===== src/sv/trfb_pkg.sv =====
package trfb_pkg;

  localparam logic [7:0] DELIM_BYTE   = 8'h7E;
  localparam logic [7:0] CSUM_BASE    = 8'hFF;
  localparam logic [8:0] LEN_OVERHEAD = 9'd14;
  localparam logic [7:0] FRAME_TYPE_RESET = 8'h10;

  localparam int QDEPTH = 2;
  localparam int QAW    = 1;
  localparam logic [QAW:0] QCOUNT_FULL = (QAW + 1)'(QDEPTH);

  typedef enum logic [1:0] {
    JOB_HDR,
    JOB_PAY,
    JOB_DROP
  } job_kind_t;

  typedef logic [4:0] step_t;

  // header job steps
  localparam step_t STEP_DELIM    = 5'd0;
  localparam step_t STEP_LEN_HI   = 5'd1;
  localparam step_t STEP_LEN_LO   = 5'd2;
  localparam step_t STEP_TYPE     = 5'd3;
  localparam step_t STEP_FID      = 5'd4;
  localparam step_t STEP_ADDR7    = 5'd5;
  localparam step_t STEP_ADDR6    = 5'd6;
  localparam step_t STEP_ADDR5    = 5'd7;
  localparam step_t STEP_ADDR4    = 5'd8;
  localparam step_t STEP_ADDR3    = 5'd9;
  localparam step_t STEP_ADDR2    = 5'd10;
  localparam step_t STEP_ADDR1    = 5'd11;
  localparam step_t STEP_ADDR0    = 5'd12;
  localparam step_t STEP_NET_HI   = 5'd13;
  localparam step_t STEP_NET_LO   = 5'd14;
  localparam step_t STEP_RADIUS   = 5'd15;
  localparam step_t STEP_OPTS     = 5'd16;
  localparam step_t STEP_HDR_CSUM = 5'd17;

  // payload job steps
  localparam step_t STEP_PAY_DATA = 5'd0;
  localparam step_t STEP_PAY_CSUM = 5'd1;

  typedef struct packed {
    job_kind_t   kind;
    logic        close;
    logic [8:0]  len;
    logic [63:0] dest_addr;
    logic [15:0] network_addr;
    logic [7:0]  frame_id;
    logic [7:0]  radius;
    logic [7:0]  tx_options;
    logic [7:0]  data_byte;
  } job_t;

endpackage


===== src/sv/trfb_ifs.sv =====
interface trfb_req_if;
  logic        valid;
  logic        ready;
  logic        cmd;
  logic [63:0] dest_addr;
  logic [15:0] network_addr;
  logic [7:0]  frame_id;
  logic [7:0]  radius;
  logic [7:0]  tx_options;
  logic [7:0]  payload_len;
  logic [7:0]  data_byte;

  modport source (output valid, cmd, dest_addr, network_addr, frame_id, radius,
                  tx_options, payload_len, data_byte, input ready);
  modport sink (input valid, cmd, dest_addr, network_addr, frame_id, radius,
                tx_options, payload_len, data_byte, output ready);
endinterface

interface trfb_frm_if;
  logic       valid;
  logic       ready;
  logic [7:0] out_byte;
  logic       last_of_run;
  logic       is_checksum;
  logic       dropped;

  modport source (output valid, out_byte, last_of_run, is_checksum, dropped,
                  input ready);
  modport sink (input valid, out_byte, last_of_run, is_checksum, dropped,
                output ready);
endinterface

interface trfb_cfg_if;
  logic       valid;
  logic       ready;
  logic [7:0] data;

  modport source (output valid, data, input ready);
  modport sink (input valid, data, output ready);
endinterface


===== src/sv/tx_request_frame_builder.sv =====
// Accepted transactions enter the job queue; output bytes are registered from the queue head.
// Throughput: one input transaction per cycle while the two-entry job queue has room;
// bytes leave one per cycle while frm.ready does not stall the output; a header is 17 bytes
// (18 with an empty payload), a payload job 1 byte (2 when it closes the frame), a drop 1 byte.
// Reset (rst, synchronous): clears queue, frame state and output valid; frame type = 0x10.
module tx_request_frame_builder
  import trfb_pkg::*;
(
  input  logic       clk,
  input  logic       rst,
  trfb_req_if.sink   req,
  trfb_frm_if.source frm,
  trfb_cfg_if.sink   cfg
);

  logic [7:0] frame_type;
  logic       push;
  job_t       push_job;
  logic       full;
  logic       pop;
  job_t       head;
  logic       nonempty;

  assign cfg.ready = 1'b1;

  always_ff @(posedge clk) begin
    if (rst) begin
      frame_type <= FRAME_TYPE_RESET;
    end else if (cfg.valid) begin
      frame_type <= cfg.data;
    end
  end

  trfb_front u_front (
    .clk      (clk),
    .rst      (rst),
    .req      (req),
    .full     (full),
    .push     (push),
    .push_job (push_job)
  );

  trfb_queue u_queue (
    .clk      (clk),
    .rst      (rst),
    .push     (push),
    .push_job (push_job),
    .full     (full),
    .pop      (pop),
    .head     (head),
    .nonempty (nonempty)
  );

  trfb_back u_back (
    .clk        (clk),
    .rst        (rst),
    .head       (head),
    .nonempty   (nonempty),
    .frame_type (frame_type),
    .pop        (pop),
    .frm        (frm)
  );

endmodule


===== src/sv/trfb_front.sv =====
module trfb_front
  import trfb_pkg::*;
(
  input  logic             clk,
  input  logic             rst,
  trfb_req_if.sink         req,
  input  logic             full,
  output logic             push,
  output job_t             push_job
);

  logic       frame_open;
  logic       frame_open_next;
  logic [7:0] bytes_left;
  logic [7:0] bytes_left_next;

  assign req.ready = !full;
  assign push      = req.valid && !full;

  always_comb begin
    push_job.dest_addr    = req.dest_addr;
    push_job.network_addr = req.network_addr;
    push_job.frame_id     = req.frame_id;
    push_job.radius       = req.radius;
    push_job.tx_options   = req.tx_options;
    push_job.data_byte    = req.data_byte;
    push_job.len          = {1'b0, req.payload_len} + LEN_OVERHEAD;
    frame_open_next       = frame_open;
    bytes_left_next       = bytes_left;
    if (!req.cmd) begin
      push_job.kind   = JOB_HDR;
      push_job.close  = (req.payload_len == 8'd0);
      frame_open_next = (req.payload_len != 8'd0);
      bytes_left_next = req.payload_len;
    end else if (!frame_open) begin
      push_job.kind  = JOB_DROP;
      push_job.close = 1'b0;
    end else begin
      push_job.kind   = JOB_PAY;
      push_job.close  = (bytes_left == 8'd1);
      frame_open_next = (bytes_left != 8'd1);
      bytes_left_next = bytes_left - 8'd1;
    end
  end

  always_ff @(posedge clk) begin
    if (rst) begin
      frame_open <= 1'b0;
      bytes_left <= 8'd0;
    end else if (push) begin
      frame_open <= frame_open_next;
      bytes_left <= bytes_left_next;
    end
  end

endmodule


===== src/sv/trfb_queue.sv =====
module trfb_queue
  import trfb_pkg::*;
(
  input  logic clk,
  input  logic rst,
  input  logic push,
  input  job_t push_job,
  output logic full,
  input  logic pop,
  output job_t head,
  output logic nonempty
);

  job_t           slots [QDEPTH];
  logic [QAW-1:0] wr_ptr;
  logic [QAW-1:0] rd_ptr;
  logic [QAW:0]   count;

  assign full     = (count == QCOUNT_FULL);
  assign nonempty = (count != '0);
  assign head     = slots[rd_ptr];

  always_ff @(posedge clk) begin
    if (push) begin
      slots[wr_ptr] <= push_job;
    end
  end

  always_ff @(posedge clk) begin
    if (rst) begin
      wr_ptr <= '0;
      rd_ptr <= '0;
      count  <= '0;
    end else begin
      if (push) begin
        wr_ptr <= wr_ptr + QAW'(1);
      end
      if (pop) begin
        rd_ptr <= rd_ptr + QAW'(1);
      end
      case ({push, pop})
        2'b10:   count <= count + (QAW + 1)'(1);
        2'b01:   count <= count - (QAW + 1)'(1);
        default: count <= count;
      endcase
    end
  end

endmodule


===== src/sv/trfb_back.sv =====
module trfb_back
  import trfb_pkg::*;
(
  input  logic       clk,
  input  logic       rst,
  input  job_t       head,
  input  logic       nonempty,
  input  logic [7:0] frame_type,
  output logic       pop,
  trfb_frm_if.source frm
);

  step_t      step;
  step_t      step_next;
  logic [7:0] sum;
  logic [7:0] sum_next;
  logic       advance;
  logic [7:0] byte_sel;
  logic       summed;
  logic       csum_sel;
  logic       drop_sel;
  logic       done;

  assign advance = nonempty && (!frm.valid || frm.ready);
  assign pop     = advance && done;

  always_comb begin
    byte_sel = 8'd0;
    summed   = 1'b0;
    csum_sel = 1'b0;
    drop_sel = 1'b0;
    done     = 1'b0;
    case (head.kind)
      JOB_HDR: begin
        summed = (step >= STEP_TYPE) && (step <= STEP_OPTS);
        case (step)
          STEP_DELIM:    byte_sel = DELIM_BYTE;
          STEP_LEN_HI:   byte_sel = {7'd0, head.len[8]};
          STEP_LEN_LO:   byte_sel = head.len[7:0];
          STEP_TYPE:     byte_sel = frame_type;
          STEP_FID:      byte_sel = head.frame_id;
          STEP_ADDR7:    byte_sel = head.dest_addr[63:56];
          STEP_ADDR6:    byte_sel = head.dest_addr[55:48];
          STEP_ADDR5:    byte_sel = head.dest_addr[47:40];
          STEP_ADDR4:    byte_sel = head.dest_addr[39:32];
          STEP_ADDR3:    byte_sel = head.dest_addr[31:24];
          STEP_ADDR2:    byte_sel = head.dest_addr[23:16];
          STEP_ADDR1:    byte_sel = head.dest_addr[15:8];
          STEP_ADDR0:    byte_sel = head.dest_addr[7:0];
          STEP_NET_HI:   byte_sel = head.network_addr[15:8];
          STEP_NET_LO:   byte_sel = head.network_addr[7:0];
          STEP_RADIUS:   byte_sel = head.radius;
          STEP_OPTS:     byte_sel = head.tx_options;
          STEP_HDR_CSUM: byte_sel = CSUM_BASE - sum;
          default:       byte_sel = 8'd0;
        endcase
        csum_sel = (step == STEP_HDR_CSUM);
        done     = csum_sel || ((step == STEP_OPTS) && !head.close);
      end
      JOB_PAY: begin
        if (step == STEP_PAY_DATA) begin
          byte_sel = head.data_byte;
          summed   = 1'b1;
          done     = !head.close;
        end else begin
          byte_sel = CSUM_BASE - sum;
          csum_sel = 1'b1;
          done     = 1'b1;
        end
      end
      JOB_DROP: begin
        drop_sel = 1'b1;
        done     = 1'b1;
      end
      default: begin
        done = 1'b1;
      end
    endcase
  end

  always_comb begin
    step_next = done ? '0 : step + step_t'(1);
    if ((head.kind == JOB_HDR) && (step == STEP_DELIM)) begin
      sum_next = 8'd0;
    end else if (summed) begin
      sum_next = sum + byte_sel;
    end else begin
      sum_next = sum;
    end
  end

  always_ff @(posedge clk) begin
    if (rst) begin
      step      <= '0;
      sum       <= 8'd0;
      frm.valid <= 1'b0;
    end else begin
      if (advance) begin
        step <= step_next;
        sum  <= sum_next;
      end
      if (advance) begin
        frm.valid <= 1'b1;
      end else if (frm.ready) begin
        frm.valid <= 1'b0;
      end
    end
  end

  always_ff @(posedge clk) begin
    if (advance) begin
      frm.out_byte    <= byte_sel;
      frm.last_of_run <= done;
      frm.is_checksum <= csum_sel;
      frm.dropped     <= drop_sel;
    end
  end

endmodule

===== src/flat_wrapper.sv =====
// flat-port wrapper written by rule: the top's interface ports become plain ports
module tx_request_frame_builder_flat import trfb_pkg::*;
  (clk, rst, req_valid, req_cmd, req_dest_addr, req_network_addr, req_frame_id, req_radius, req_tx_options, req_payload_len, req_data_byte, req_ready, frm_valid, frm_out_byte, frm_last_of_run, frm_is_checksum, frm_dropped, frm_ready, cfg_valid, cfg_data, cfg_ready);
  trfb_req_if req_i ();
  trfb_frm_if frm_i ();
  trfb_cfg_if cfg_i ();
  input  logic clk;
  input  logic rst;
  input wire logic [$bits(req_i.valid)-1:0] req_valid;
  input wire logic [$bits(req_i.cmd)-1:0] req_cmd;
  input wire logic [$bits(req_i.dest_addr)-1:0] req_dest_addr;
  input wire logic [$bits(req_i.network_addr)-1:0] req_network_addr;
  input wire logic [$bits(req_i.frame_id)-1:0] req_frame_id;
  input wire logic [$bits(req_i.radius)-1:0] req_radius;
  input wire logic [$bits(req_i.tx_options)-1:0] req_tx_options;
  input wire logic [$bits(req_i.payload_len)-1:0] req_payload_len;
  input wire logic [$bits(req_i.data_byte)-1:0] req_data_byte;
  output wire logic [$bits(req_i.ready)-1:0] req_ready;
  output wire logic [$bits(frm_i.valid)-1:0] frm_valid;
  output wire logic [$bits(frm_i.out_byte)-1:0] frm_out_byte;
  output wire logic [$bits(frm_i.last_of_run)-1:0] frm_last_of_run;
  output wire logic [$bits(frm_i.is_checksum)-1:0] frm_is_checksum;
  output wire logic [$bits(frm_i.dropped)-1:0] frm_dropped;
  input wire logic [$bits(frm_i.ready)-1:0] frm_ready;
  input wire logic [$bits(cfg_i.valid)-1:0] cfg_valid;
  input wire logic [$bits(cfg_i.data)-1:0] cfg_data;
  output wire logic [$bits(cfg_i.ready)-1:0] cfg_ready;
  assign req_i.valid = req_valid;
  assign req_i.cmd = req_cmd;
  assign req_i.dest_addr = req_dest_addr;
  assign req_i.network_addr = req_network_addr;
  assign req_i.frame_id = req_frame_id;
  assign req_i.radius = req_radius;
  assign req_i.tx_options = req_tx_options;
  assign req_i.payload_len = req_payload_len;
  assign req_i.data_byte = req_data_byte;
  assign req_ready = req_i.ready;
  assign frm_valid = frm_i.valid;
  assign frm_out_byte = frm_i.out_byte;
  assign frm_last_of_run = frm_i.last_of_run;
  assign frm_is_checksum = frm_i.is_checksum;
  assign frm_dropped = frm_i.dropped;
  assign frm_i.ready = frm_ready;
  assign cfg_i.valid = cfg_valid;
  assign cfg_i.data = cfg_data;
  assign cfg_ready = cfg_i.ready;
  tx_request_frame_builder u_core (.clk(clk), .rst(rst), .req(req_i), .frm(frm_i), .cfg(cfg_i));
endmodule

===== config.mk =====
export PLATFORM = sky130hd
export DESIGN_NAME = tx_request_frame_builder_flat
export DESIGN_NICKNAME = d
export VERILOG_FILES = /design/src/sv/trfb_pkg.sv /design/src/sv/trfb_ifs.sv /design/src/sv/tx_request_frame_builder.sv /design/src/sv/trfb_front.sv /design/src/sv/trfb_queue.sv /design/src/sv/trfb_back.sv /design/src/flat_wrapper.sv
export SDC_FILE = /design/constraint.sdc
export NUM_CORES = 1
export LEC_CHECK = 0
export ABC_AREA = 1
export ABC_CLOCK_PERIOD_IN_PS = 8090
export BUFFER_PORTS_ARGS = -buffer_cell sky130_fd_sc_hd__buf_2
export CAP_MARGIN = 5
export CELL_PAD_IN_SITES_DETAIL_PLACEMENT = 1
export CELL_PAD_IN_SITES_GLOBAL_PLACEMENT = 2
export CORE_UTILIZATION = 38
export DETAILED_ROUTE_END_ITERATION = 8
export MAX_ROUTING_LAYER = met4
export PLACE_DENSITY = 0.9
export SYNTH_ARGS = -nofsm -noshare
export SYNTH_HDL_FRONTEND = slang
export SYNTH_SLANG_ARGS = --single-unit

===== constraint.sdc =====
create_clock -name clk -period 8.09 [get_ports clk]
set_input_delay 1.618 -clock clk [delete_from_list [all_inputs] [get_ports clk]]
set_output_delay 1.618 -clock clk [all_outputs]
set_load 0.01 [all_outputs]

==> impl_metrics.tcl, run 1 <==
set metrics [dict create \
    grt_pass1_wl_um 54500 \
    worstMarginPinSlew_ns 0.947 \
    clock_latency_ns 0.51 \
    core_mm2 0.0326 \
    cts_num_sinks 295 \
    portBuffers 146 \
    syn_nets 1300 \
    rr_worst_depth 18 \
    hold_viol 0 \
    critical_path_class "reg2reg" \
    setup.worst_path.start_class "register" \
    drc 0 \
    syn_to_final_growth_pct 17.3 \
    ff2ff_setup_slack_ns 3.10 \
    drt_iter0_markers 590 \
    finalPower_uw 4760 \
    avgSynthCellArea_um2 11.0 \
    synth_edf_count 259 \
    wl_um 36000 \
    grt_usage_pct 22.3 \
    postLayoutCellArea_mm2 0.0148 \
    synth_ff_type "edfxtp_1" \
    grt_max_degree 75 \
    finalCriticalPeriod_ns 4.99 \
    dp.cells 1710 \
    die_h_um 184 \
    dieArea_mm2 0.0339 \
    fin_crit_sh_pct 61.7 \
    power.density_mw_per_mm2 322 \
    num_vias 9011 \
    die_w_um 184 \
    most-common-layout-cells "359 x nand2_1, 259 x edfxtp_1, 146 x buf_2" \
    power.leakage_uw 0.00589 \
    ant_nets 0 \
    crit_fanout 74 \
    setup-tns-final_ns 0 \
    cts.htree.levels 2 \
    grt.overflow.total 0 \
    root_buffer "clkbuf_16" \
    async_flop_share_pct 0 \
    drv_slew 0 \
    dp_hpwl_um 24900 \
    drv_cap 0 \
    clock_path_buffers 3 \
    numCtsBuffers 34 \
    netlist_area_mm2 0.0126 \
    hold_path_class "reg2reg" \
    ys_ff_latch 295 \
    status "completed" \
    min_path_cells 2 \
    end_kind "register" \
    max_freq_ghz 0.200 \
    clk_pin_slew_ns 0.06 \
    cts_resized 0 \
    hold_buffers 0 \
    dpl_cell_area_mm2 0.0138 \
    required_ns 8.53 \
    final_cells 1770 \
    vdd_drop_max_mv 0.166 \
    nets 1455 \
    cts_setup_buffers 0 \
    grt_pass1_vias 9579 \
    setup_viol 0 \
    rsz0062_at_grt "no" \
    ys_types 59 \
    final_common_cell "nand2_1" \
    fin_worst_skew_ns 0.0157 \
    yosysWarningCount 0 \
    r2r-end "u_core.u_back.sum[7]$_SDFFE_PP0P_" \
    rows 66 \
    firstDrtPassIters 5 \
    arrival_ns 5.42 \
    ios 148 \
    antenna_found_initial 1 \
    initial_core_util_pct 38.6 \
    slew_headroom_pct 36.8 \
    vias_per_cell 5.09 \
    whs_ns 0.467 \
    wl_per_cell_um 20.4 \
    seq_area_frac_synth_pct 67.4 \
    syn_inst 1149 \
    gp_congestion 0.882 \
    cts_tree "built" \
    min_from "u_core.u_queue.rd_ptr$_SDFFE_PP0P_" \
    drive_above_1_share_pct 19.0 \
]
## report_power, final
part	internal, uW	switching [uW]
logic	368	886
clock network	807	594
registers	1960	140
## cell type report
class,instances,area [um^2]
Clock inverter,8,42.5
Tap cell,442,553
Inverter,85,320
Multi-Input combinational cell,735,3630
Sequential cell,295,8500
Fill cell,3556,17800
Clock buffer,51,946
Timing Repair Buffer,153,783
Antenna cell,1,2.50
## synthesized netlist by cell type (3+ instances only)
master / count / area [um^2]
a211oi_1: 9 / 67.6
a21oi_1: 88 / 440
a221oi_1: 3 / 26.3
a22o_1: 5 / 43.8
buf_1: 4 / 15.0
buf_2: 16 / 80.1
buf_4: 3 / 22.5
clkbuf_1: 10 / 37.5
dfxtp_1: 36 / 721
edfxtp_1: 259 / 7780
ha_1: 16 / 200
inv_1: 76 / 285
inv_2: 8 / 30.0
nand2_1: 359 / 1350
nand2_2: 10 / 62.6
nand3_1: 26 / 130
nand3_2: 4 / 40.0
nand4_1: 7 / 43.8
nor2_1: 82 / 308
nor2_2: 5 / 31.3
nor2_4: 10 / 113
nor3_1: 7 / 35.0
nor4_1: 8 / 50.1
o2111ai_1: 3 / 26.3
o211ai_1: 6 / 45.0
o21ai_0: 30 / 150
o21ai_1: 6 / 30.0
or2_2: 10 / 62.6
xnor2_1: 3 / 26.3
xor2_1: 5 / 43.8
## sequential cells by signal (all words and copies together), names as in the netlist, named ones only
register,count
u_core.u_queue.rd_ptr,1
u_core.u_back.frm.last_of_run,1
u_core.frame_type,8
u_core.u_back.frm.dropped,1
u_core.u_back.frm.valid,1
u_core.u_back.frm.out_byte,8
u_core.u_back.step,5
u_core.u_queue.slots,248
u_core.u_back.sum,8
u_core.u_front.frame_open,1
u_core.u_back.frm.is_checksum,1
u_core.u_queue.wr_ptr,1
u_core.u_queue.count,2
u_core.u_front.bytes_left,8
## cell families (layout without fill, tap and decap cells)
kind of cell	after synthesis	after routing	share of synthesized area [%]
fa+ha+maj	17	17	1.75
other cells	1	2	0.0298
mux	3	3	0.248
buf+inv	119	297	3.85
simple gates	536	536	18.1
flops	295	295	67.4
xor+xnor	8	8	0.556
compound gates	170	170	7.99
## worst max-delay path by stage
stage / slack, ns / end / startpoint / depth (start not counted)
after floorplan: 0.56 / u_core.u_queue.slots[1][0]$_DFFE_PP_ / req_valid / 2
after global placement: 3.17 / u_core.u_back.sum[6]$_SDFFE_PP0P_ / register / 20
after detailed placement: 3.05 / u_core.u_back.sum[5]$_SDFFE_PP0P_ / register / 18
after CTS: 3.02 / u_core.u_back.sum[5]$_SDFFE_PP0P_ / register / 18
after global routing: 2.66 / u_core.u_back.sum[6]$_SDFFE_PP0P_ / register / 20
final: 3.10 / u_core.u_back.sum[7]$_SDFFE_PP0P_ / register / 18
## routing by layer
layer | routed length (um) | part of all wire (%) | vias up | track usage (%)
met5 | 0 | 0 | - | -
met4 | 967 | 2.7 | 0 | 6.93
met3 | 2180 | 6.1 | 69 | 4.41
met2 | 17500 | 49 | 263 | 36.9
met1 | 15300 | 43 | 4422 | 27.4
li1 | - | - | 4257 | -
## worst max-delay path, cell delays in order, from the launching register on
cell and delay (ns):
dfxtp_4 0.76, clkinv_2 0.71, buf_4 0.59, nand2_1 0.16, nand2_1 0.08, nand2_1 0.12
o21ai_1 0.08, nor4_1 0.57, nand3_1 0.15, o21ai_1 0.24, o211ai_1 0.16, ha_1 0.37
a21oi_1 0.15, o21ai_0 0.09, a31oi_1 0.22, inv_1 0.09, nand3_2 0.09, nand3_2 0.07
a21oi_2 0.11
## stage by stage
| step | utilization, % | worst slack (ns) |
|---|---|---|
| after floorplan | - | 0.562 |
| after global placement | 42.3 | 3.17 |
| after detailed placement | 42.3 | 3.05 |
| after CTS | 45.3 | 3.02 |
| after global routing | 45.3 | 2.66 |
| final | 45.3 | 3.10 |
Power figures use the tool's default switching activity.
==> run 2: changes to the inputs <==
ABC_CLOCK_PERIOD_IN_PS = 5000   (was 8090)
clock period = 5 ns   (was 8.09 ns; I/O delays follow)
==> impl_metrics.tcl, run 2 (synthesized netlist as in run 1, its figures left out) <==
set metrics [dict create \
    largest_reg_flops 248 \
    slowest_delay_ns 0.68 \
    drc 0 \
    cts_setup_buffers 0 \
    dpl_cell_area_mm2 0.0139 \
    crit_chain "clkinv_2, buf_4, o21ai_0, nor2_1, nor4_1, nand2_1, nor2_1, a31o_2, nand2_1, fa_1, nand2_1, inv_1, o21ai_0, nand2_1, nand2_1, nand2_1, a21oi_1, xnor2_1, a22oi_1, nor2_1" \
    core_mm2 0.0326 \
    clk_pin_slew_ns 0.06 \
    wl_per_cell_um 20.8 \
    ant_nets 0 \
    end_kind "register" \
    grt.overflow.total 0 \
    register_area_mm2 0.00850 \
    worstMarginPinSlew_ns 1.05 \
    clock_latency_ns 0.53 \
    hold_viol 0 \
    cts_tree "built" \
    most-common-layout-cells "359 x nand2_1, 259 x edfxtp_1, 146 x buf_2" \
    ios 148 \
    setup_viol 0 \
    crit_fanout 67 \
    cp_top_family "simple AND/OR/NAND/NOR gates" \
    required_ns 5.39 \
    vias_per_cell 5.16 \
    rows 66 \
    antenna_found_initial 1 \
    die_h_um 184 \
    finalPower_uw 8230 \
    firstDrtPassIters 5 \
    multiInputGateArea_mm2 0.00363 \
    drive_above_1_share_pct 20.3 \
    wl_um 36900 \
    grt_pass1_vias 9642 \
    hold_path_class "reg2reg" \
    initial_core_util_pct 38.6 \
    drt_iter0_markers 709 \
    rsz0062_at_grt "no" \
    wl_met2_um 18300 \
    grt_usage_pct 22.8 \
    drv_slew 0 \
    finalCriticalPeriod_ns 4.13 \
    postLayoutCellArea_mm2 0.0151 \
    nets 1458 \
    setup-tns-final_ns 0 \
    clock_path_buffers 3 \
    final_common_cell "nand2_1" \
    cts_num_sinks 295 \
    cp_slowest_cell "dfxtp_4" \
    numCtsBuffers 34 \
    portBuffers 146 \
    grt_max_degree 68 \
    route.met3.wl_um 2030 \
    fin_worst_skew_ns 0.0248 \
    power.density_mw_per_mm2 545 \
    fin_crit_sh_pct 82.6 \
    fillers 3552 \
    syn_to_final_growth_pct 19.8 \
    vdd_drop_max_mv 0.321 \
    dp_hpwl_um 25600 \
    arrival_ns 4.52 \
    wl_met1_um 15600 \
    num_vias 9169 \
    setup.worst_path.start_class "register" \
    crit_top_cell "nand2_1" \
    dr.max_layer_used "met4" \
    slew_headroom_pct 29.9 \
    path_buf_inv 3 \
    gp_congestion 0.901 \
    cts_resized 0 \
    die_w_um 184 \
    hold_buffers 0 \
    drv_cap 0 \
    max_freq_ghz 0.242 \
    cts.htree.levels 2 \
    root_buffer "clkbuf_16" \
    power.leakage_uw 0.00604 \
    critical_path_class "reg2reg" \
    dieArea_mm2 0.0339 \
    status "completed" \
    grt_pass1_wl_um 55800 \
    top_register "u_core.u_queue.slots" \
]
[run 2: changes by cell type in the layout (fill, tap and decap cells not counted), sizes merged]
cell	previous run	this run
clkinvlp	0	1
inv	84	85
clkinv	9	13
clkbuf	51	39
buf	153	156
bufinv	0	9
[run 2: path summary, 6_finish.rpt]
kind	to	slack (ns)	cells after the start	start
worst max-delay path	u_core.u_back.sum[6]$_SDFFE_PP0P_	0.87	20	register
worst min-delay path	u_core.u_front.bytes_left[5]$_SDFFE_PP0P_	0.49	2	u_core.u_front.bytes_left[5]$_SDFFE_PP0P_
worst max register to register	u_core.u_back.sum[6]$_SDFFE_PP0P_	0.87	20	register
worst min register to register	u_core.u_front.bytes_left[5]$_SDFFE_PP0P_	0.49	2	u_core.u_front.bytes_left[5]$_SDFFE_PP0P_
[run 2: final cells by class]
| cell class | instances | share of cell area (%) |
|---|---|---|
| Antenna cell | 1 | 0.0166 |
| Clock buffer | 39 | 5.83 |
| Clock inverter | 23 | 2.40 |
| Inverter | 85 | 2.12 |
| Multi-Input combinational cell | 735 | 24.1 |
| Sequential cell | 295 | 56.3 |
| Tap cell | 442 | 3.66 |
| Timing Repair Buffer | 156 | 5.59 |
[run 2: metrics by stage]
stage | utilization, % | std cells | setup slack (ns) | hold slack [ns]
finish | 46.3 | 1776 | 0.870 | 0.491
global route | 46.3 | 1776 | 0.470 | 0.525
CTS | 46.3 | 1775 | 0.871 | 0.498
detailed placement | 42.5 | 1713 | 0.969 | 0.490
global placement | 42.5 | 1713 | 0.952 | 0.455
floorplan | - | 1149 | 0.180 | 0.436
[run 2: worst reg2reg max path, cell delays in order (launching register included)]
cell      delay [ns]
dfxtp_4         0.68
clkinv_2        0.12
buf_4           0.34
o21ai_0         0.37
nor2_1          0.07
nor4_1          0.30
nand2_1         0.15
nor2_1          0.22
a31o_2          0.19
nand2_1         0.11
fa_1            0.45
nand2_1         0.08
inv_1           0.05
o21ai_0         0.15
nand2_1         0.08
nand2_1         0.09
nand2_1         0.06
a21oi_1         0.16
xnor2_1         0.11
a22oi_1         0.18
nor2_1          0.06
[run 2: report_power, final]
group	switching [uW]	internal, uW	leakage [uW]
logic	1480	615	0.00271
registers	219	3170	0.00272
clock network	1010	1740	0.000606
[run 2: routing by layer]
layer	up-vias	track usage, %
met5	-	-
met4	0	7.43
met3	67	3.44
met2	287	38.1
met1	4545	28.4
li1	4270	-
==> run 3: changes to the inputs <==
ABC_CLOCK_PERIOD_IN_PS = 3800   (was 5000)
clock period = 3.8 ns   (was 5 ns; I/O delays follow)
==> impl_metrics.tcl, run 3 (synthesized netlist as in run 1, its figures left out) <==
set metrics [dict create \
    status "completed" \
    root_buffer "clkbuf_16" \
    fin_worst_skew_ns 0.0290 \
    min_from "req_dest_addr[46]" \
    drive_above_1_share_pct 22.2 \
    initial_core_util_pct 38.6 \
    crit_fanout 5 \
    die_h_um 184 \
    gp_congestion 0.877 \
    setup.worst_path.start_class "register" \
    rr_worst_depth 22 \
    finalCriticalPeriod_ns 3.58 \
    drc 0 \
    cts_tree "built" \
    worstMarginPinSlew_ns 0.961 \
    cts_num_sinks 295 \
    min_path_cells 1 \
    power.leakage_uw 0.00616 \
    grt_pass1_wl_um 56000 \
    clk_pin_slew_ns 0.06 \
    drt_iter0_markers 625 \
    hold_path_class "in2reg" \
    dieArea_mm2 0.0339 \
    clock_latency_ns 0.52 \
    grt_usage_pct 22.7 \
    antenna_found_initial 0 \
    firstDrtPassIters 5 \
    power.density_mw_per_mm2 721 \
    r2r-end "u_core.u_back.sum[6]$_SDFFE_PP0P_" \
    required_ns 4.19 \
    wl_per_cell_um 20.8 \
    top_register "u_core.u_queue.slots" \
    antenna_cells 0 \
    hold_viol 0 \
    portBuffers 146 \
    final_common_cell "nand2_1" \
    fin_crit_sh_pct 94.3 \
    dp_hpwl_um 26000 \
    syn_to_final_growth_pct 22.1 \
    final_core_util_pct 47.2 \
    end_kind "register" \
    drv_slew 0 \
    num_vias 9255 \
    finalPower_uw 11100 \
    vias_per_cell 5.16 \
    grt_pass1_vias 9768 \
    max_freq_ghz 0.279 \
    clock_path_buffers 3 \
    ant_nets 0 \
    die_w_um 184 \
    dp.cells 1729 \
    core_mm2 0.0326 \
    vdd_drop_max_mv 0.403 \
    r2r-start "u_core.u_back.step[1]$_SDFFE_PP0P_" \
    arrival_ns 3.97 \
    rows 66 \
    ios 148 \
    grt_max_degree 77 \
    wl_um 37300 \
    most-common-layout-cells "357 x nand2_1, 259 x edfxtp_1, 146 x buf_2" \
    slew_headroom_pct 35.8 \
    grt.overflow.total 0 \
    setup_viol 0 \
    drv_cap 0 \
    final_cells 1794 \
    critical_path_class "reg2reg" \
    nets 1477 \
    ff2ff_setup_slack_ns 0.22 \
    largest_reg_flops 248 \
    numCtsBuffers 34 \
    hold_end "u_core.u_queue.slots[0][94]$_DFFE_PP_" \
    cts.htree.levels 2 \
]
==> run 3: cell types whose count changed in the layout (fill, tap and decap cells not counted), moves of 4 or more <==
cell | previous run | this run
buf_12 | 3 | 7
buf_4 | 7 | 20
clkinv_2 | 7 | 3
clkinvlp_4 | 1 | 7
==> run 3: what timing repair did <==
action                     CTS  global route
hold endpoints to repair     0             0
gates resized for setup      2            13
cloned                       0             1
setup endpoints to repair    2             4
pin swaps                    0             3
setup buffers                0             2
hold buffers                 0             0
==> run 3: report_power, final <==
group          switching, uW  leakage, uW  internal, uW  total [uW]
registers                221      0.00272          4170        4390
clock network           1360     0.000590          2320        3670
logic                   2100      0.00285           942        3040
total                   3670      0.00616          7430       11100
==> run 3: stage by stage <==
step	setup WS (ns)	cell area [um^2]	TNS (ns)	hold slack, ns
after global routing	-0.0412	15400	-0.0510	0.418
final	0.216	15400	0	0.421
after CTS	0.0460	15300	0	0.413
after detailed placement	0.00203	14000	0	0.477
after floorplan	-0.780	12600	-191.71	0.436
after global placement	0.0885	14000	0	0.450
==> run 3: worst max path at each step <==
stage,from,to,cells past startpoint
after floorplan,req_valid,u_core.u_queue.slots[1][0]$_DFFE_PP_,2
after global placement,u_core.u_back.step[0]$_SDFFE_PP0P_,u_core.u_back.sum[6]$_SDFFE_PP0P_,23
after detailed placement,u_core.u_back.step[0]$_SDFFE_PP0P_,u_core.u_back.sum[6]$_SDFFE_PP0P_,23
after CTS,u_core.u_back.step[0]$_SDFFE_PP0P_,u_core.u_back.sum[6]$_SDFFE_PP0P_,22
after global routing,u_core.u_back.step[1]$_SDFFE_PP0P_,u_core.u_back.sum[6]$_SDFFE_PP0P_,22
final,u_core.u_back.step[1]$_SDFFE_PP0P_,u_core.u_back.sum[6]$_SDFFE_PP0P_,22
==> run 3: layout make-up <==
type	instances	area, um^2
Clock inverter	22	373
Tap cell	442	553
Fill cell	3554	17200
Multi-Input combinational cell	735	3670
Inverter	85	320
Sequential cell	295	8500
Clock buffer	40	895
Timing Repair Buffer	175	1070
==> run 3: critical path, cell delays in order (launching register included) <==
cell and delay (ns):
dfxtp_1 0.38, inv_1 0.10, ha_1 0.23, inv_1 0.08, nor2_1 0.13, nand2_2 0.20
a21oi_1 0.08, nor4_2 0.34, nand2_1 0.13, nor2_1 0.17, a31o_2 0.17, nand2_1 0.10
fa_1 0.44, nand2_1 0.07, inv_1 0.05, o21ai_0 0.13, nand2_1 0.08, nand2_1 0.08
nand2_1 0.06, a21oi_1 0.15, xnor2_1 0.09, a22oi_1 0.15, nor2_1 0.05
==> run 3: per-layer routing <==
layer  vias to the layer above  wire length, um  GRT usage [%]
met1                      4600            15900           29.1
met2                       288            18200           37.4
met5                         -                0              -
li1                       4298                -              -
met3                        69             2090           3.14
met4                         0             1100           7.03
